## src/hdl/assert_macros.svh

```systemverilog
// ----------------------------------------------------------------------------
// assert_macros.svh
// concurrent assertion macros, compiled out when NO_ASSERTIONS is set
// ----------------------------------------------------------------------------
`ifndef ASSERT_MACROS_SVH
`define ASSERT_MACROS_SVH

`ifndef NO_ASSERTIONS

`define ASSERT_PROP(lbl, clk, rstn, prop, msg) \
  lbl: assert property (@(posedge clk) disable iff (!rstn) (prop)) else $error(msg);

`define ASSERT_NEVER(lbl, clk, rstn, expr, msg) \
  lbl: assert property (@(posedge clk) disable iff (!rstn) !(expr)) else $error(msg);

`else

`define ASSERT_PROP(lbl, clk, rstn, prop, msg)

`define ASSERT_NEVER(lbl, clk, rstn, expr, msg)

`endif

`endif

```

## src/hdl/ssstat_pkg.sv

```systemverilog
// ----------------------------------------------------------------------------
// ssstat_pkg
// types and constants of the sample set statistics unit
// ----------------------------------------------------------------------------
package ssstat_pkg;

  localparam int MAX_SAMPLES = 4096;

  localparam int CNT_W  = $clog2(MAX_SAMPLES + 1);
  localparam int SMP_W  = 16;
  localparam int SUM_W  = 29;
  localparam int SQ_W   = 43;
  localparam int MAG_W  = 28;
  localparam int PROD_W = 55;
  localparam int DEN_W  = 26;
  localparam int DIVD_W = 63;
  localparam int MEAN_W = 24;
  localparam int VAR_W  = 39;

  localparam logic [1:0] CMD_ADD        = 2'd0;
  localparam logic [1:0] CMD_ADD_FINISH = 2'd1;
  localparam logic [1:0] CMD_FINISH     = 2'd2;

  localparam logic [1:0] STATUS_OK       = 2'd0;
  localparam logic [1:0] STATUS_EMPTY    = 2'd1;
  localparam logic [1:0] STATUS_SINGLE   = 2'd2;
  localparam logic [1:0] STATUS_OVERFLOW = 2'd3;

  typedef struct packed {
    logic [1:0]              command;
    logic signed [SMP_W-1:0] sample;
  } in_item_t;

  typedef struct packed {
    logic [CNT_W-1:0]         sample_count;
    logic signed [MEAN_W-1:0] mean_q8;
    logic [VAR_W-1:0]         variance_q8;
    logic signed [SMP_W-1:0]  minimum;
    logic signed [SMP_W-1:0]  maximum;
    logic [1:0]               status;
  } out_item_t;

  typedef struct packed {
    logic [CNT_W-1:0]        count;
    logic signed [SUM_W-1:0] sum;
    logic [SQ_W-1:0]         square_sum;
    logic signed [SMP_W-1:0] min;
    logic signed [SMP_W-1:0] max;
    logic                    overflow;
  } set_snap_t;

  typedef struct packed {
    logic push;
    logic pop;
    logic full;
    logic empty;
  } queue_ctl_t;

endpackage

```

## src/hdl/ssstat_front.sv

```systemverilog
// ----------------------------------------------------------------------------
// ssstat_front
// accepts transactions, squares samples and keeps the running accumulators
// ----------------------------------------------------------------------------
module ssstat_front
  import ssstat_pkg::*;
(
  input  logic      clk,
  input  logic      rst_n,
  input  logic      in_valid,
  output logic      in_ready,
  input  in_item_t  in_data,
  output logic      push,
  output set_snap_t push_data,
  input  logic      full
);

  logic                    a_valid_r;
  in_item_t                a_item_r;
  logic [30:0]             a_sq_r;
  logic signed [31:0]      sq_full;

  logic [CNT_W-1:0]        count_r;
  logic signed [SUM_W-1:0] sum_r;
  logic [SQ_W-1:0]         sqsum_r;
  logic signed [SMP_W-1:0] min_r;
  logic signed [SMP_W-1:0] max_r;
  logic                    ovf_r;

  set_snap_t               acc_nxt;
  logic                    b_finish;
  logic                    b_add;
  logic                    b_go;

  assign sq_full  = in_data.sample * in_data.sample;
  assign b_finish = (a_item_r.command == CMD_ADD_FINISH) || (a_item_r.command == CMD_FINISH);
  assign b_add    = (a_item_r.command == CMD_ADD) || (a_item_r.command == CMD_ADD_FINISH);
  assign b_go     = a_valid_r && (!b_finish || !full);
  assign in_ready = !a_valid_r || b_go;

  always_comb begin
    acc_nxt.count      = count_r;
    acc_nxt.sum        = sum_r;
    acc_nxt.square_sum = sqsum_r;
    acc_nxt.min        = min_r;
    acc_nxt.max        = max_r;
    acc_nxt.overflow   = ovf_r;
    if (b_add) begin
      if (count_r == CNT_W'(MAX_SAMPLES)) begin
        acc_nxt.overflow = 1'b1;
      end else begin
        if (count_r == '0) begin
          acc_nxt.min = a_item_r.sample;
          acc_nxt.max = a_item_r.sample;
        end else begin
          if (a_item_r.sample < min_r) acc_nxt.min = a_item_r.sample;
          if (a_item_r.sample > max_r) acc_nxt.max = a_item_r.sample;
        end
        acc_nxt.count      = count_r + CNT_W'(1);
        acc_nxt.sum        = sum_r + SUM_W'(a_item_r.sample);
        acc_nxt.square_sum = sqsum_r + SQ_W'(a_sq_r);
      end
    end
  end

  assign push      = b_go && b_finish;
  assign push_data = acc_nxt;

  always_ff @(posedge clk) begin
    if (!rst_n) begin
      a_valid_r <= 1'b0;
      count_r   <= '0;
      sum_r     <= '0;
      sqsum_r   <= '0;
      min_r     <= '0;
      max_r     <= '0;
      ovf_r     <= 1'b0;
    end else begin
      if (in_ready) begin
        a_valid_r <= in_valid;
      end
      if (b_go) begin
        if (b_finish) begin
          count_r <= '0;
          sum_r   <= '0;
          sqsum_r <= '0;
          min_r   <= '0;
          max_r   <= '0;
          ovf_r   <= 1'b0;
        end else begin
          count_r <= acc_nxt.count;
          sum_r   <= acc_nxt.sum;
          sqsum_r <= acc_nxt.square_sum;
          min_r   <= acc_nxt.min;
          max_r   <= acc_nxt.max;
          ovf_r   <= acc_nxt.overflow;
        end
      end
    end
  end

  always_ff @(posedge clk) begin
    if (in_valid && in_ready) begin
      a_item_r <= in_data;
      a_sq_r   <= sq_full[30:0];
    end
  end

endmodule

```

## src/hdl/ssstat_queue.sv

```systemverilog
// ----------------------------------------------------------------------------
// ssstat_queue
// two-entry queue of finished set accumulators
// ----------------------------------------------------------------------------
module ssstat_queue
  import ssstat_pkg::*;
(
  input  logic       clk,
  input  logic       rst_n,
  input  logic       push,
  input  set_snap_t  push_data,
  input  logic       pop,
  output set_snap_t  pop_data,
  output queue_ctl_t ctl
);

  set_snap_t  mem [2];
  logic       wr_ptr_r;
  logic       rd_ptr_r;
  logic [1:0] fill_r;
  logic       do_push;
  logic       do_pop;

  assign ctl.full  = (fill_r == 2'd2);
  assign ctl.empty = (fill_r == 2'd0);
  assign do_push   = push && !ctl.full;
  assign do_pop    = pop && !ctl.empty;
  assign ctl.push  = do_push;
  assign ctl.pop   = do_pop;
  assign pop_data  = mem[rd_ptr_r];

  always_ff @(posedge clk) begin
    if (!rst_n) begin
      wr_ptr_r <= 1'b0;
      rd_ptr_r <= 1'b0;
      fill_r   <= 2'd0;
    end else begin
      if (do_push) wr_ptr_r <= !wr_ptr_r;
      if (do_pop) rd_ptr_r <= !rd_ptr_r;
      if (do_push && !do_pop) fill_r <= fill_r + 2'd1;
      else if (do_pop && !do_push) fill_r <= fill_r - 2'd1;
    end
  end

  always_ff @(posedge clk) begin
    if (do_push) mem[wr_ptr_r] <= push_data;
  end

endmodule

```

## src/hdl/ssstat_div.sv

```systemverilog
// ----------------------------------------------------------------------------
// ssstat_div
// restoring divider, one quotient bit per cycle
// ----------------------------------------------------------------------------
module ssstat_div
  import ssstat_pkg::*;
(
  input  logic              clk,
  input  logic              rst_n,
  input  logic              start,
  input  logic [DIVD_W-1:0] dividend,
  input  logic [DEN_W-1:0]  divisor,
  output logic              done,
  output logic [DIVD_W-1:0] quotient
);

  localparam int CNT_BITS = $clog2(DIVD_W);

  logic                busy_r;
  logic                done_r;
  logic [CNT_BITS-1:0] cnt_r;
  logic [DIVD_W-1:0]   quo_r;
  logic [DEN_W-1:0]    rem_r;
  logic [DEN_W-1:0]    div_r;
  logic [DEN_W:0]      trial;
  logic                fits;

  assign trial    = {rem_r, quo_r[DIVD_W-1]};
  assign fits     = trial >= {1'b0, div_r};
  assign done     = done_r;
  assign quotient = quo_r;

  always_ff @(posedge clk) begin
    if (!rst_n) begin
      busy_r <= 1'b0;
      done_r <= 1'b0;
      cnt_r  <= '0;
    end else begin
      done_r <= 1'b0;
      if (start) begin
        busy_r <= 1'b1;
        cnt_r  <= CNT_BITS'(DIVD_W - 1);
      end else if (busy_r) begin
        cnt_r <= cnt_r - CNT_BITS'(1);
        if (cnt_r == '0) begin
          busy_r <= 1'b0;
          done_r <= 1'b1;
        end
      end
    end
  end

  always_ff @(posedge clk) begin
    if (start) begin
      quo_r <= dividend;
      rem_r <= '0;
      div_r <= divisor;
    end else if (busy_r) begin
      quo_r <= {quo_r[DIVD_W-2:0], fits};
      rem_r <= fits ? DEN_W'(trial - {1'b0, div_r}) : trial[DEN_W-1:0];
    end
  end

endmodule

```

## src/hdl/ssstat_back.sv

```systemverilog
// ----------------------------------------------------------------------------
// ssstat_back
// turns a finished set into count, mean, variance, extremes and status
// ----------------------------------------------------------------------------
module ssstat_back
  import ssstat_pkg::*;
(
  input  logic      clk,
  input  logic      rst_n,
  input  queue_ctl_t q_ctl,
  input  set_snap_t q_data,
  output logic      q_pop,
  output logic      out_valid,
  input  logic      out_ready,
  output out_item_t out_data
);

  localparam logic [2:0] S_IDLE = 3'd0;
  localparam logic [2:0] S_PREP = 3'd1;
  localparam logic [2:0] S_MEAN = 3'd2;
  localparam logic [2:0] S_VAR  = 3'd3;
  localparam logic [2:0] S_OUT  = 3'd4;

  logic [2:0]          state_r;
  logic [2:0]          state_nxt;
  out_item_t           out_r;
  logic [CNT_W-1:0]    n_r;
  logic                neg_r;
  logic [MAG_W-1:0]    mag_r;
  logic [PROD_W-1:0]   mag_sq_r;
  logic [DEN_W-1:0]    den_r;
  logic [PROD_W-1:0]   mcand_r;
  logic [CNT_W-1:0]    mplier_r;
  logic [PROD_W-1:0]   prod_r;
  logic [SUM_W-1:0]    sum_abs;
  logic [1:0]          status_nxt;

  logic                div_start;
  logic [DIVD_W-1:0]   div_dividend;
  logic [DEN_W-1:0]    div_divisor;
  logic                div_done;
  logic [DIVD_W-1:0]   div_quotient;
  logic [MEAN_W-1:0]   mean_mag;

  ssstat_div u_div (
    .clk      (clk),
    .rst_n    (rst_n),
    .start    (div_start),
    .dividend (div_dividend),
    .divisor  (div_divisor),
    .done     (div_done),
    .quotient (div_quotient)
  );

  assign sum_abs   = q_data.sum[SUM_W-1] ? SUM_W'(-q_data.sum) : SUM_W'(q_data.sum);
  assign q_pop     = (state_r == S_IDLE) && !q_ctl.empty;
  assign out_valid = (state_r == S_OUT);
  assign out_data  = out_r;
  assign mean_mag  = div_quotient[MEAN_W-1:0];

  always_comb begin
    if (q_data.count == '0) status_nxt = STATUS_EMPTY;
    else if (q_data.overflow) status_nxt = STATUS_OVERFLOW;
    else if (q_data.count == CNT_W'(1)) status_nxt = STATUS_SINGLE;
    else status_nxt = STATUS_OK;
  end

  always_comb begin
    div_start    = 1'b0;
    div_dividend = DIVD_W'({mag_r, 8'b0});
    div_divisor  = DEN_W'(n_r);
    state_nxt    = state_r;
    unique case (state_r)
      S_IDLE: begin
        if (!q_ctl.empty) state_nxt = S_PREP;
      end
      S_PREP: begin
        if (n_r == '0) begin
          state_nxt = S_OUT;
        end else begin
          div_start = 1'b1;
          state_nxt = S_MEAN;
        end
      end
      S_MEAN: begin
        if (div_done) begin
          if (n_r == CNT_W'(1)) begin
            state_nxt = S_OUT;
          end else begin
            div_start    = 1'b1;
            div_dividend = {prod_r - mag_sq_r, 8'b0};
            div_divisor  = den_r;
            state_nxt    = S_VAR;
          end
        end
      end
      S_VAR: begin
        if (div_done) state_nxt = S_OUT;
      end
      S_OUT: begin
        if (out_ready) state_nxt = S_IDLE;
      end
      default: state_nxt = S_IDLE;
    endcase
  end

  always_ff @(posedge clk) begin
    if (!rst_n) begin
      state_r <= S_IDLE;
    end else begin
      state_r <= state_nxt;
    end
  end

  always_ff @(posedge clk) begin
    if (q_pop) begin
      n_r                <= q_data.count;
      neg_r              <= q_data.sum[SUM_W-1];
      mag_r              <= sum_abs[MAG_W-1:0];
      mcand_r            <= PROD_W'(q_data.square_sum);
      mplier_r           <= q_data.count;
      prod_r             <= '0;
      out_r.sample_count <= q_data.count;
      out_r.mean_q8      <= '0;
      out_r.variance_q8  <= '0;
      out_r.minimum      <= q_data.min;
      out_r.maximum      <= q_data.max;
      out_r.status       <= status_nxt;
    end else begin
      if (mplier_r != '0) begin
        if (mplier_r[0]) prod_r <= prod_r + mcand_r;
        mcand_r  <= {mcand_r[PROD_W-2:0], 1'b0};
        mplier_r <= {1'b0, mplier_r[CNT_W-1:1]};
      end
      if (state_r == S_PREP) begin
        mag_sq_r <= PROD_W'(mag_r * mag_r);
        den_r    <= DEN_W'(n_r * (n_r - CNT_W'(1)));
      end
      if (state_r == S_MEAN && div_done) begin
        out_r.mean_q8 <= neg_r ? MEAN_W'(-mean_mag) : mean_mag;
      end
      if (state_r == S_VAR && div_done) begin
        out_r.variance_q8 <= (|div_quotient[DIVD_W-1:VAR_W]) ? {VAR_W{1'b1}}
                                                              : div_quotient[VAR_W-1:0];
      end
    end
  end

endmodule

```

## src/hdl/sample_set_statistics_unit.sv

```systemverilog
// ----------------------------------------------------------------------------
// sample_set_statistics_unit
// count, mean, unbiased variance, minimum and maximum of sample sets
// ----------------------------------------------------------------------------
//  channel  direction  payload     handshake
//  in_      input      in_item_t   in_valid / in_ready
//  out_     output     out_item_t  out_valid / out_ready
//
//  the front takes one transaction per cycle; a finish stalls only while
//  the two-entry set queue is full
//  the back divides bit-serially, once for the mean and, for a set of two or
//  more samples, once more for the variance; a single sample skips the
//  variance division and an empty set skips both divisions
//  reset is synchronous and clears all control state; no clearing pass
// ----------------------------------------------------------------------------
`include "assert_macros.svh"

module sample_set_statistics_unit
  import ssstat_pkg::*;
(
  input  logic      clk,
  input  logic      rst_n,
  input  logic      in_valid,
  output logic      in_ready,
  input  in_item_t  in_data,
  output logic      out_valid,
  input  logic      out_ready,
  output out_item_t out_data
);

  logic       push;
  set_snap_t  push_data;
  set_snap_t  pop_data;
  logic       pop;
  queue_ctl_t q_ctl;

  ssstat_front u_front (
    .clk       (clk),
    .rst_n     (rst_n),
    .in_valid  (in_valid),
    .in_ready  (in_ready),
    .in_data   (in_data),
    .push      (push),
    .push_data (push_data),
    .full      (q_ctl.full)
  );

  ssstat_queue u_queue (
    .clk       (clk),
    .rst_n     (rst_n),
    .push      (push),
    .push_data (push_data),
    .pop       (pop),
    .pop_data  (pop_data),
    .ctl       (q_ctl)
  );

  ssstat_back u_back (
    .clk       (clk),
    .rst_n     (rst_n),
    .q_ctl     (q_ctl),
    .q_data    (pop_data),
    .q_pop     (pop),
    .out_valid (out_valid),
    .out_ready (out_ready),
    .out_data  (out_data)
  );

  `ASSERT_NEVER(a_no_lost_set, clk, rst_n, push && !q_ctl.push, "finished set dropped at full queue")
  `ASSERT_PROP(a_empty_zero, clk, rst_n, (out_valid && out_data.status == STATUS_EMPTY) |-> (out_data.sample_count == '0 && out_data.mean_q8 == '0), "empty set result not zero")
  `ASSERT_PROP(a_small_var, clk, rst_n, (out_valid && out_data.sample_count < 13'd2) |-> (out_data.variance_q8 == '0), "variance of fewer than two samples not zero")
  `ASSERT_PROP(a_out_hold, clk, rst_n, (out_valid && !out_ready) |=> (out_valid && $stable(out_data)), "result changed while stalled")

endmodule
```

## config.mk

```make
export PLATFORM = sky130hd
export DESIGN_NAME = sample_set_statistics_unit
export DESIGN_NICKNAME = d
export VERILOG_FILES = /design/src/hdl/ssstat_pkg.sv /design/src/hdl/ssstat_front.sv /design/src/hdl/ssstat_queue.sv /design/src/hdl/ssstat_div.sv /design/src/hdl/ssstat_back.sv /design/src/hdl/sample_set_statistics_unit.sv
export VERILOG_INCLUDE_DIRS = /design/src /design/src/hdl
export SDC_FILE = /design/constraint.sdc
export NUM_CORES = 2
export LEC_CHECK = 0
export BUFFER_PORTS_ARGS = -buffer_cell sky130_fd_sc_hd__buf_2
export CAP_MARGIN = 20
export CELL_PAD_IN_SITES_DETAIL_PLACEMENT = 0
export CELL_PAD_IN_SITES_GLOBAL_PLACEMENT = 1
export CORE_MARGIN = 2
export CORE_UTILIZATION = 40
export CTS_CLUSTER_DIAMETER = 40
export DETAILED_ROUTE_END_ITERATION = 10
export PLACE_DENSITY_LB_ADDON = 0.1
export SYNTH_ARGS = -nofsm -noshare
export SYNTH_HDL_FRONTEND = slang
export SYNTH_SLANG_ARGS = --single-unit
```

## constraint.sdc

```tcl
create_clock -name clk -period 19.7 [get_ports clk]
set_input_delay 0.985 -clock clk [delete_from_list [all_inputs] [get_ports clk]]
set_output_delay 0.985 -clock clk [all_outputs]
set_load 0.01 [all_outputs]
```

==> impl_metrics.env <==
export IMPL_dp_cells=10960
export IMPL_critPathArrivalTime_ns=9.56
export IMPL_synthToLayoutAreaGrowth_pct=12.23
export IMPL_design_die_area_sq_um=209100
export IMPL_async_flop_share=0
export IMPL_startpoint_type="flop"
export IMPL_num_vias=56910
export IMPL_io_pins=134
export IMPL_netlist_instances=8366
export IMPL_cp_common_cell="fa_1"
export IMPL_cp_endpoint="u_back.mag_sq_r[52]"
export IMPL_grt_usage=0.2111
export IMPL_clock_path_buffers=3
export IMPL_synthMuxAreaShare=0.02998
export IMPL_min_period_ns=8.986
export IMPL_reg2reg_depth=25
export IMPL_rows=166
export IMPL_core_area_sq_um=204400
export IMPL_routabilityCongestion=0.8513
export IMPL_fin_skew_ns=0.04868
export IMPL_finalSetupViolCount=0
export IMPL_cts_resized=0
export IMPL_syn_area_per_cell_sq_um=9.823
export IMPL_drc_errors=0
export IMPL_cts_root_buf="clkbuf_16"
export IMPL_synth_edff_count=583
export IMPL_cts_reportedPaths_clkPinSlew_ns=0.05
export IMPL_rrSetupSlack_ns=10.71
export IMPL_finalHoldViolCount=0
export IMPL_min_path_type="input pin to flop"
export IMPL_clkLatencyLatePin_ns=0.83
export IMPL_dr_pass1_iters=5
export IMPL_slew_headroom=0.3061
export IMPL_synth_top_family_by_area="adder cells"
export IMPL_crit_fanout=15
export IMPL_synth_seq_cells=874
export IMPL_synth_compound_area_frac=0.1086
export IMPL_ant_nets=0
export IMPL_clkSinkCount=874
export IMPL_dp_worst_setup_slack_ns=10.84
export IMPL_tightest_slew_ns=1.015
export IMPL_max_freq_mhz=111.3
export IMPL_cpLargestDelayFamily="adder cells"
export IMPL_htreeDepth=4
export IMPL_critPathRequiredTime_ns=20.28
export IMPL_fillCellCount=19660
export IMPL_cts_tree="yes"
export IMPL_slowest_delay_ns=0.83
export IMPL_hold_buffers=0
export IMPL_outcome="complete, no violations"
export IMPL_setup_worst_path_class="flop to flop"
export IMPL_max_cap_violations=0
export IMPL_slew_violations=0
export IMPL_synth_fa_ha_area_frac=0.3334
export IMPL_final_cells=11300
export IMPL_fin_crit_sh=0.4561
export IMPL_synthSimpleGateAreaFrac=0.1200
export IMPL_first_global_vias=60030
export IMPL_fin_setup_tns_ns=0
export IMPL_grt_max_degree=120
export IMPL_reg2reg_from="u_back.mag_r[3]"
export IMPL_die_h_microns=457.3
export IMPL_grt_pass1_wl_microns=347300
export IMPL_drt_initial_drc_count=3172
export IMPL_reg2reg_to="u_back.mag_sq_r[52]"
export IMPL_io_buffers=133
export IMPL_cts_buffers=180
export IMPL_crit_path_end_kind="flop"
export IMPL_die_w_microns=457.3
export IMPL_antenna_found_initial=4
export IMPL_overflow=0
export IMPL_fin_ws_ns=10.71
export IMPL_drt_wirelength_per_cell_microns=19.26
export IMPL_syn_area_sq_um=82180
export IMPL_crit_start="u_back.mag_r[3]"
export IMPL_drive_above_1_share=0.07916
export IMPL_ys_seq_area_frac=0.2839
export IMPL_initial_core_util=0.4021
export IMPL_routed_wl_microns=217800
export IMPL_dp_final_hpwl_microns=166500
export IMPL_cts_setup_buffers=0
export IMPL_synth_xor_area_share=0.03837
export IMPL_cp_depth=25
export IMPL_critical_path_buf_inv_count=6
export IMPL_drt_vias_per_instance=5.035
export IMPL_fin_nets=10060
export IMPL_rsz0062_at_grt="no"
export IMPL_yosysWarnings=0
export IMPL_yosys_most_used_dff="edfxtp_1"
export IMPL_critical_path_slowest_cell="edfxtp_1"
export IMPL_synth_cell_types=107
## cells in the mapped netlist, drive strengths merged (217+ instances only)
cell type	n	area (sq um)
ha	582	7282
and2	242	1515
edfxtp	583	17510
dfxtp	291	5826
clkbuf	269	1011
nand2	724	2725
nor2	434	1629
inv	1538	5773
o21ai	435	2185
a21oi	316	1585
xnor2	217	1901
fa	1005	20120
## worst min path at each step
stage | to | slack, ns | depth (start not counted) | startpoint
3_5_place_dp | u_back.out_data[89] | 0.45 | 2 | u_back.out_data[89]
4_1_cts | u_front.a_item_r[17] | 0.33 | 1 | in_data[17]
3_3_place_gp | u_back.out_data[89] | 0.44 | 2 | u_back.out_data[89]
6_report | u_front.a_item_r[16] | 0.40 | 1 | in_data[16]
2_1_floorplan | u_front.sqsum_r[15] | 0.45 | 2 | u_front.sqsum_r[15]
5_1_grt | u_front.a_item_r[17] | 0.35 | 1 | in_data[17]
## layout by cell type, fill, tap and decap left out, types with 155 or more instances in the layout
master / n
dfxtp_1: 290
and2_1: 240
inv_1: 1535
mux2i_1: 155
nand2_1: 721
ha_1: 582
edfxtp_1: 583
nor2_1: 430
clkbuf_16: 180
xnor2_1: 217
a21oi_1: 314
fa_1: 1005
o21ai_0: 420
## logic make-up after synthesis
kind of cell / count (synthesis)
DFF: 874
and+or+nand+nor: 2050
buffers and inverters: 1860
xor gates and xnor gates: 360
other: 2
AOI/OAI and AO/OA: 1397
adders and majority gates: 1587
muxes: 236
## routing by layer
| layer | track usage | up-vias | share of wire | routed length (microns) |
|---|---|---|---|---|
| met4 | 0.04091 | 0 | 0.015 | 3294 |
| met1 | 0.3073 | 28290 | 0.49 | 107300 |
| met3 | 0.02543 | 203 | 0.033 | 7198 |
| met2 | 0.3390 | 882 | 0.46 | 99980 |
| li1 | - | 27540 | - | - |
| met5 | 0 | - | 0 | 0 |
## sequential cells by signal (all words and copies together) (netlist names), 2 cells and up, named ones only
signal                 flops
u_back.mag_sq_r           54
u_back.out_data          110
u_front.sum_r             29
u_front.a_sq_r            30
u_front.max_r             16
u_front.a_item_r          17
u_back.den_r              25
u_front.count_r           13
u_queue.mem              236
u_back.u_div.div_r        26
u_back.state_r             3
u_back.mplier_r           13
u_back.mag_r              28
u_back.u_div.quotient     63
u_back.u_div.rem_r        26
u_back.u_div.cnt_r         6
u_queue.fill_r             2
u_back.mcand_r            55
u_front.sqsum_r           43
u_front.min_r             16
u_back.prod_r             55
## worst register-to-register path, cell delays in order (launching register included)
cell and delay, ns:
edfxtp_1 0.83, buf_4 0.30, clkinv_1 0.60, nor2_1 0.45
fa_1 0.49, fa_1 0.49, fa_1 0.52, inv_1 0.05
fa_1 0.50, inv_1 0.05, fa_1 0.48, fa_1 0.55
inv_1 0.05, fa_1 0.48, inv_1 0.05, ha_1 0.35
a211oi_1 0.28, o21bai_1 0.16, a31oi_1 0.23, o21bai_1 0.11
o21ai_0 0.63, o21bai_1 0.28, a31oi_1 0.41, o21ai_0 0.15
a21oi_1 0.20, xnor2_1 0.09
## final cells by class
cell class / count / area (sq um) / share of cell area
Tap cell: 2688 / 3363 / 0.03647
Timing Repair Buffer: 201 / 1205 / 0.01306
Multi-Input combinational cell: 5656 / 52000 / 0.5639
Clock inverter: 143 / 1888 / 0.02047
Antenna cell: 1 / 2.502 / 0.00002713
Inverter: 1542 / 5793 / 0.06281
Clock buffer: 199 / 4636 / 0.05027
Sequential cell: 874 / 23340 / 0.2530
## metrics by stage
stage	util	hold slack [ns]	area, sq um
detailed placement	0.4193	0.4491	85700
global route	0.4512	0.3475	92220
finish	0.4513	0.3963	92220
floorplan	-	0.4531	82270
CTS	0.4512	0.3331	92220
global placement	0.4193	0.4432	85690
Power is left out: the tool's default activity adds up to more than one toggle a clock period on the data nets, which glitch-free logic cannot reach.
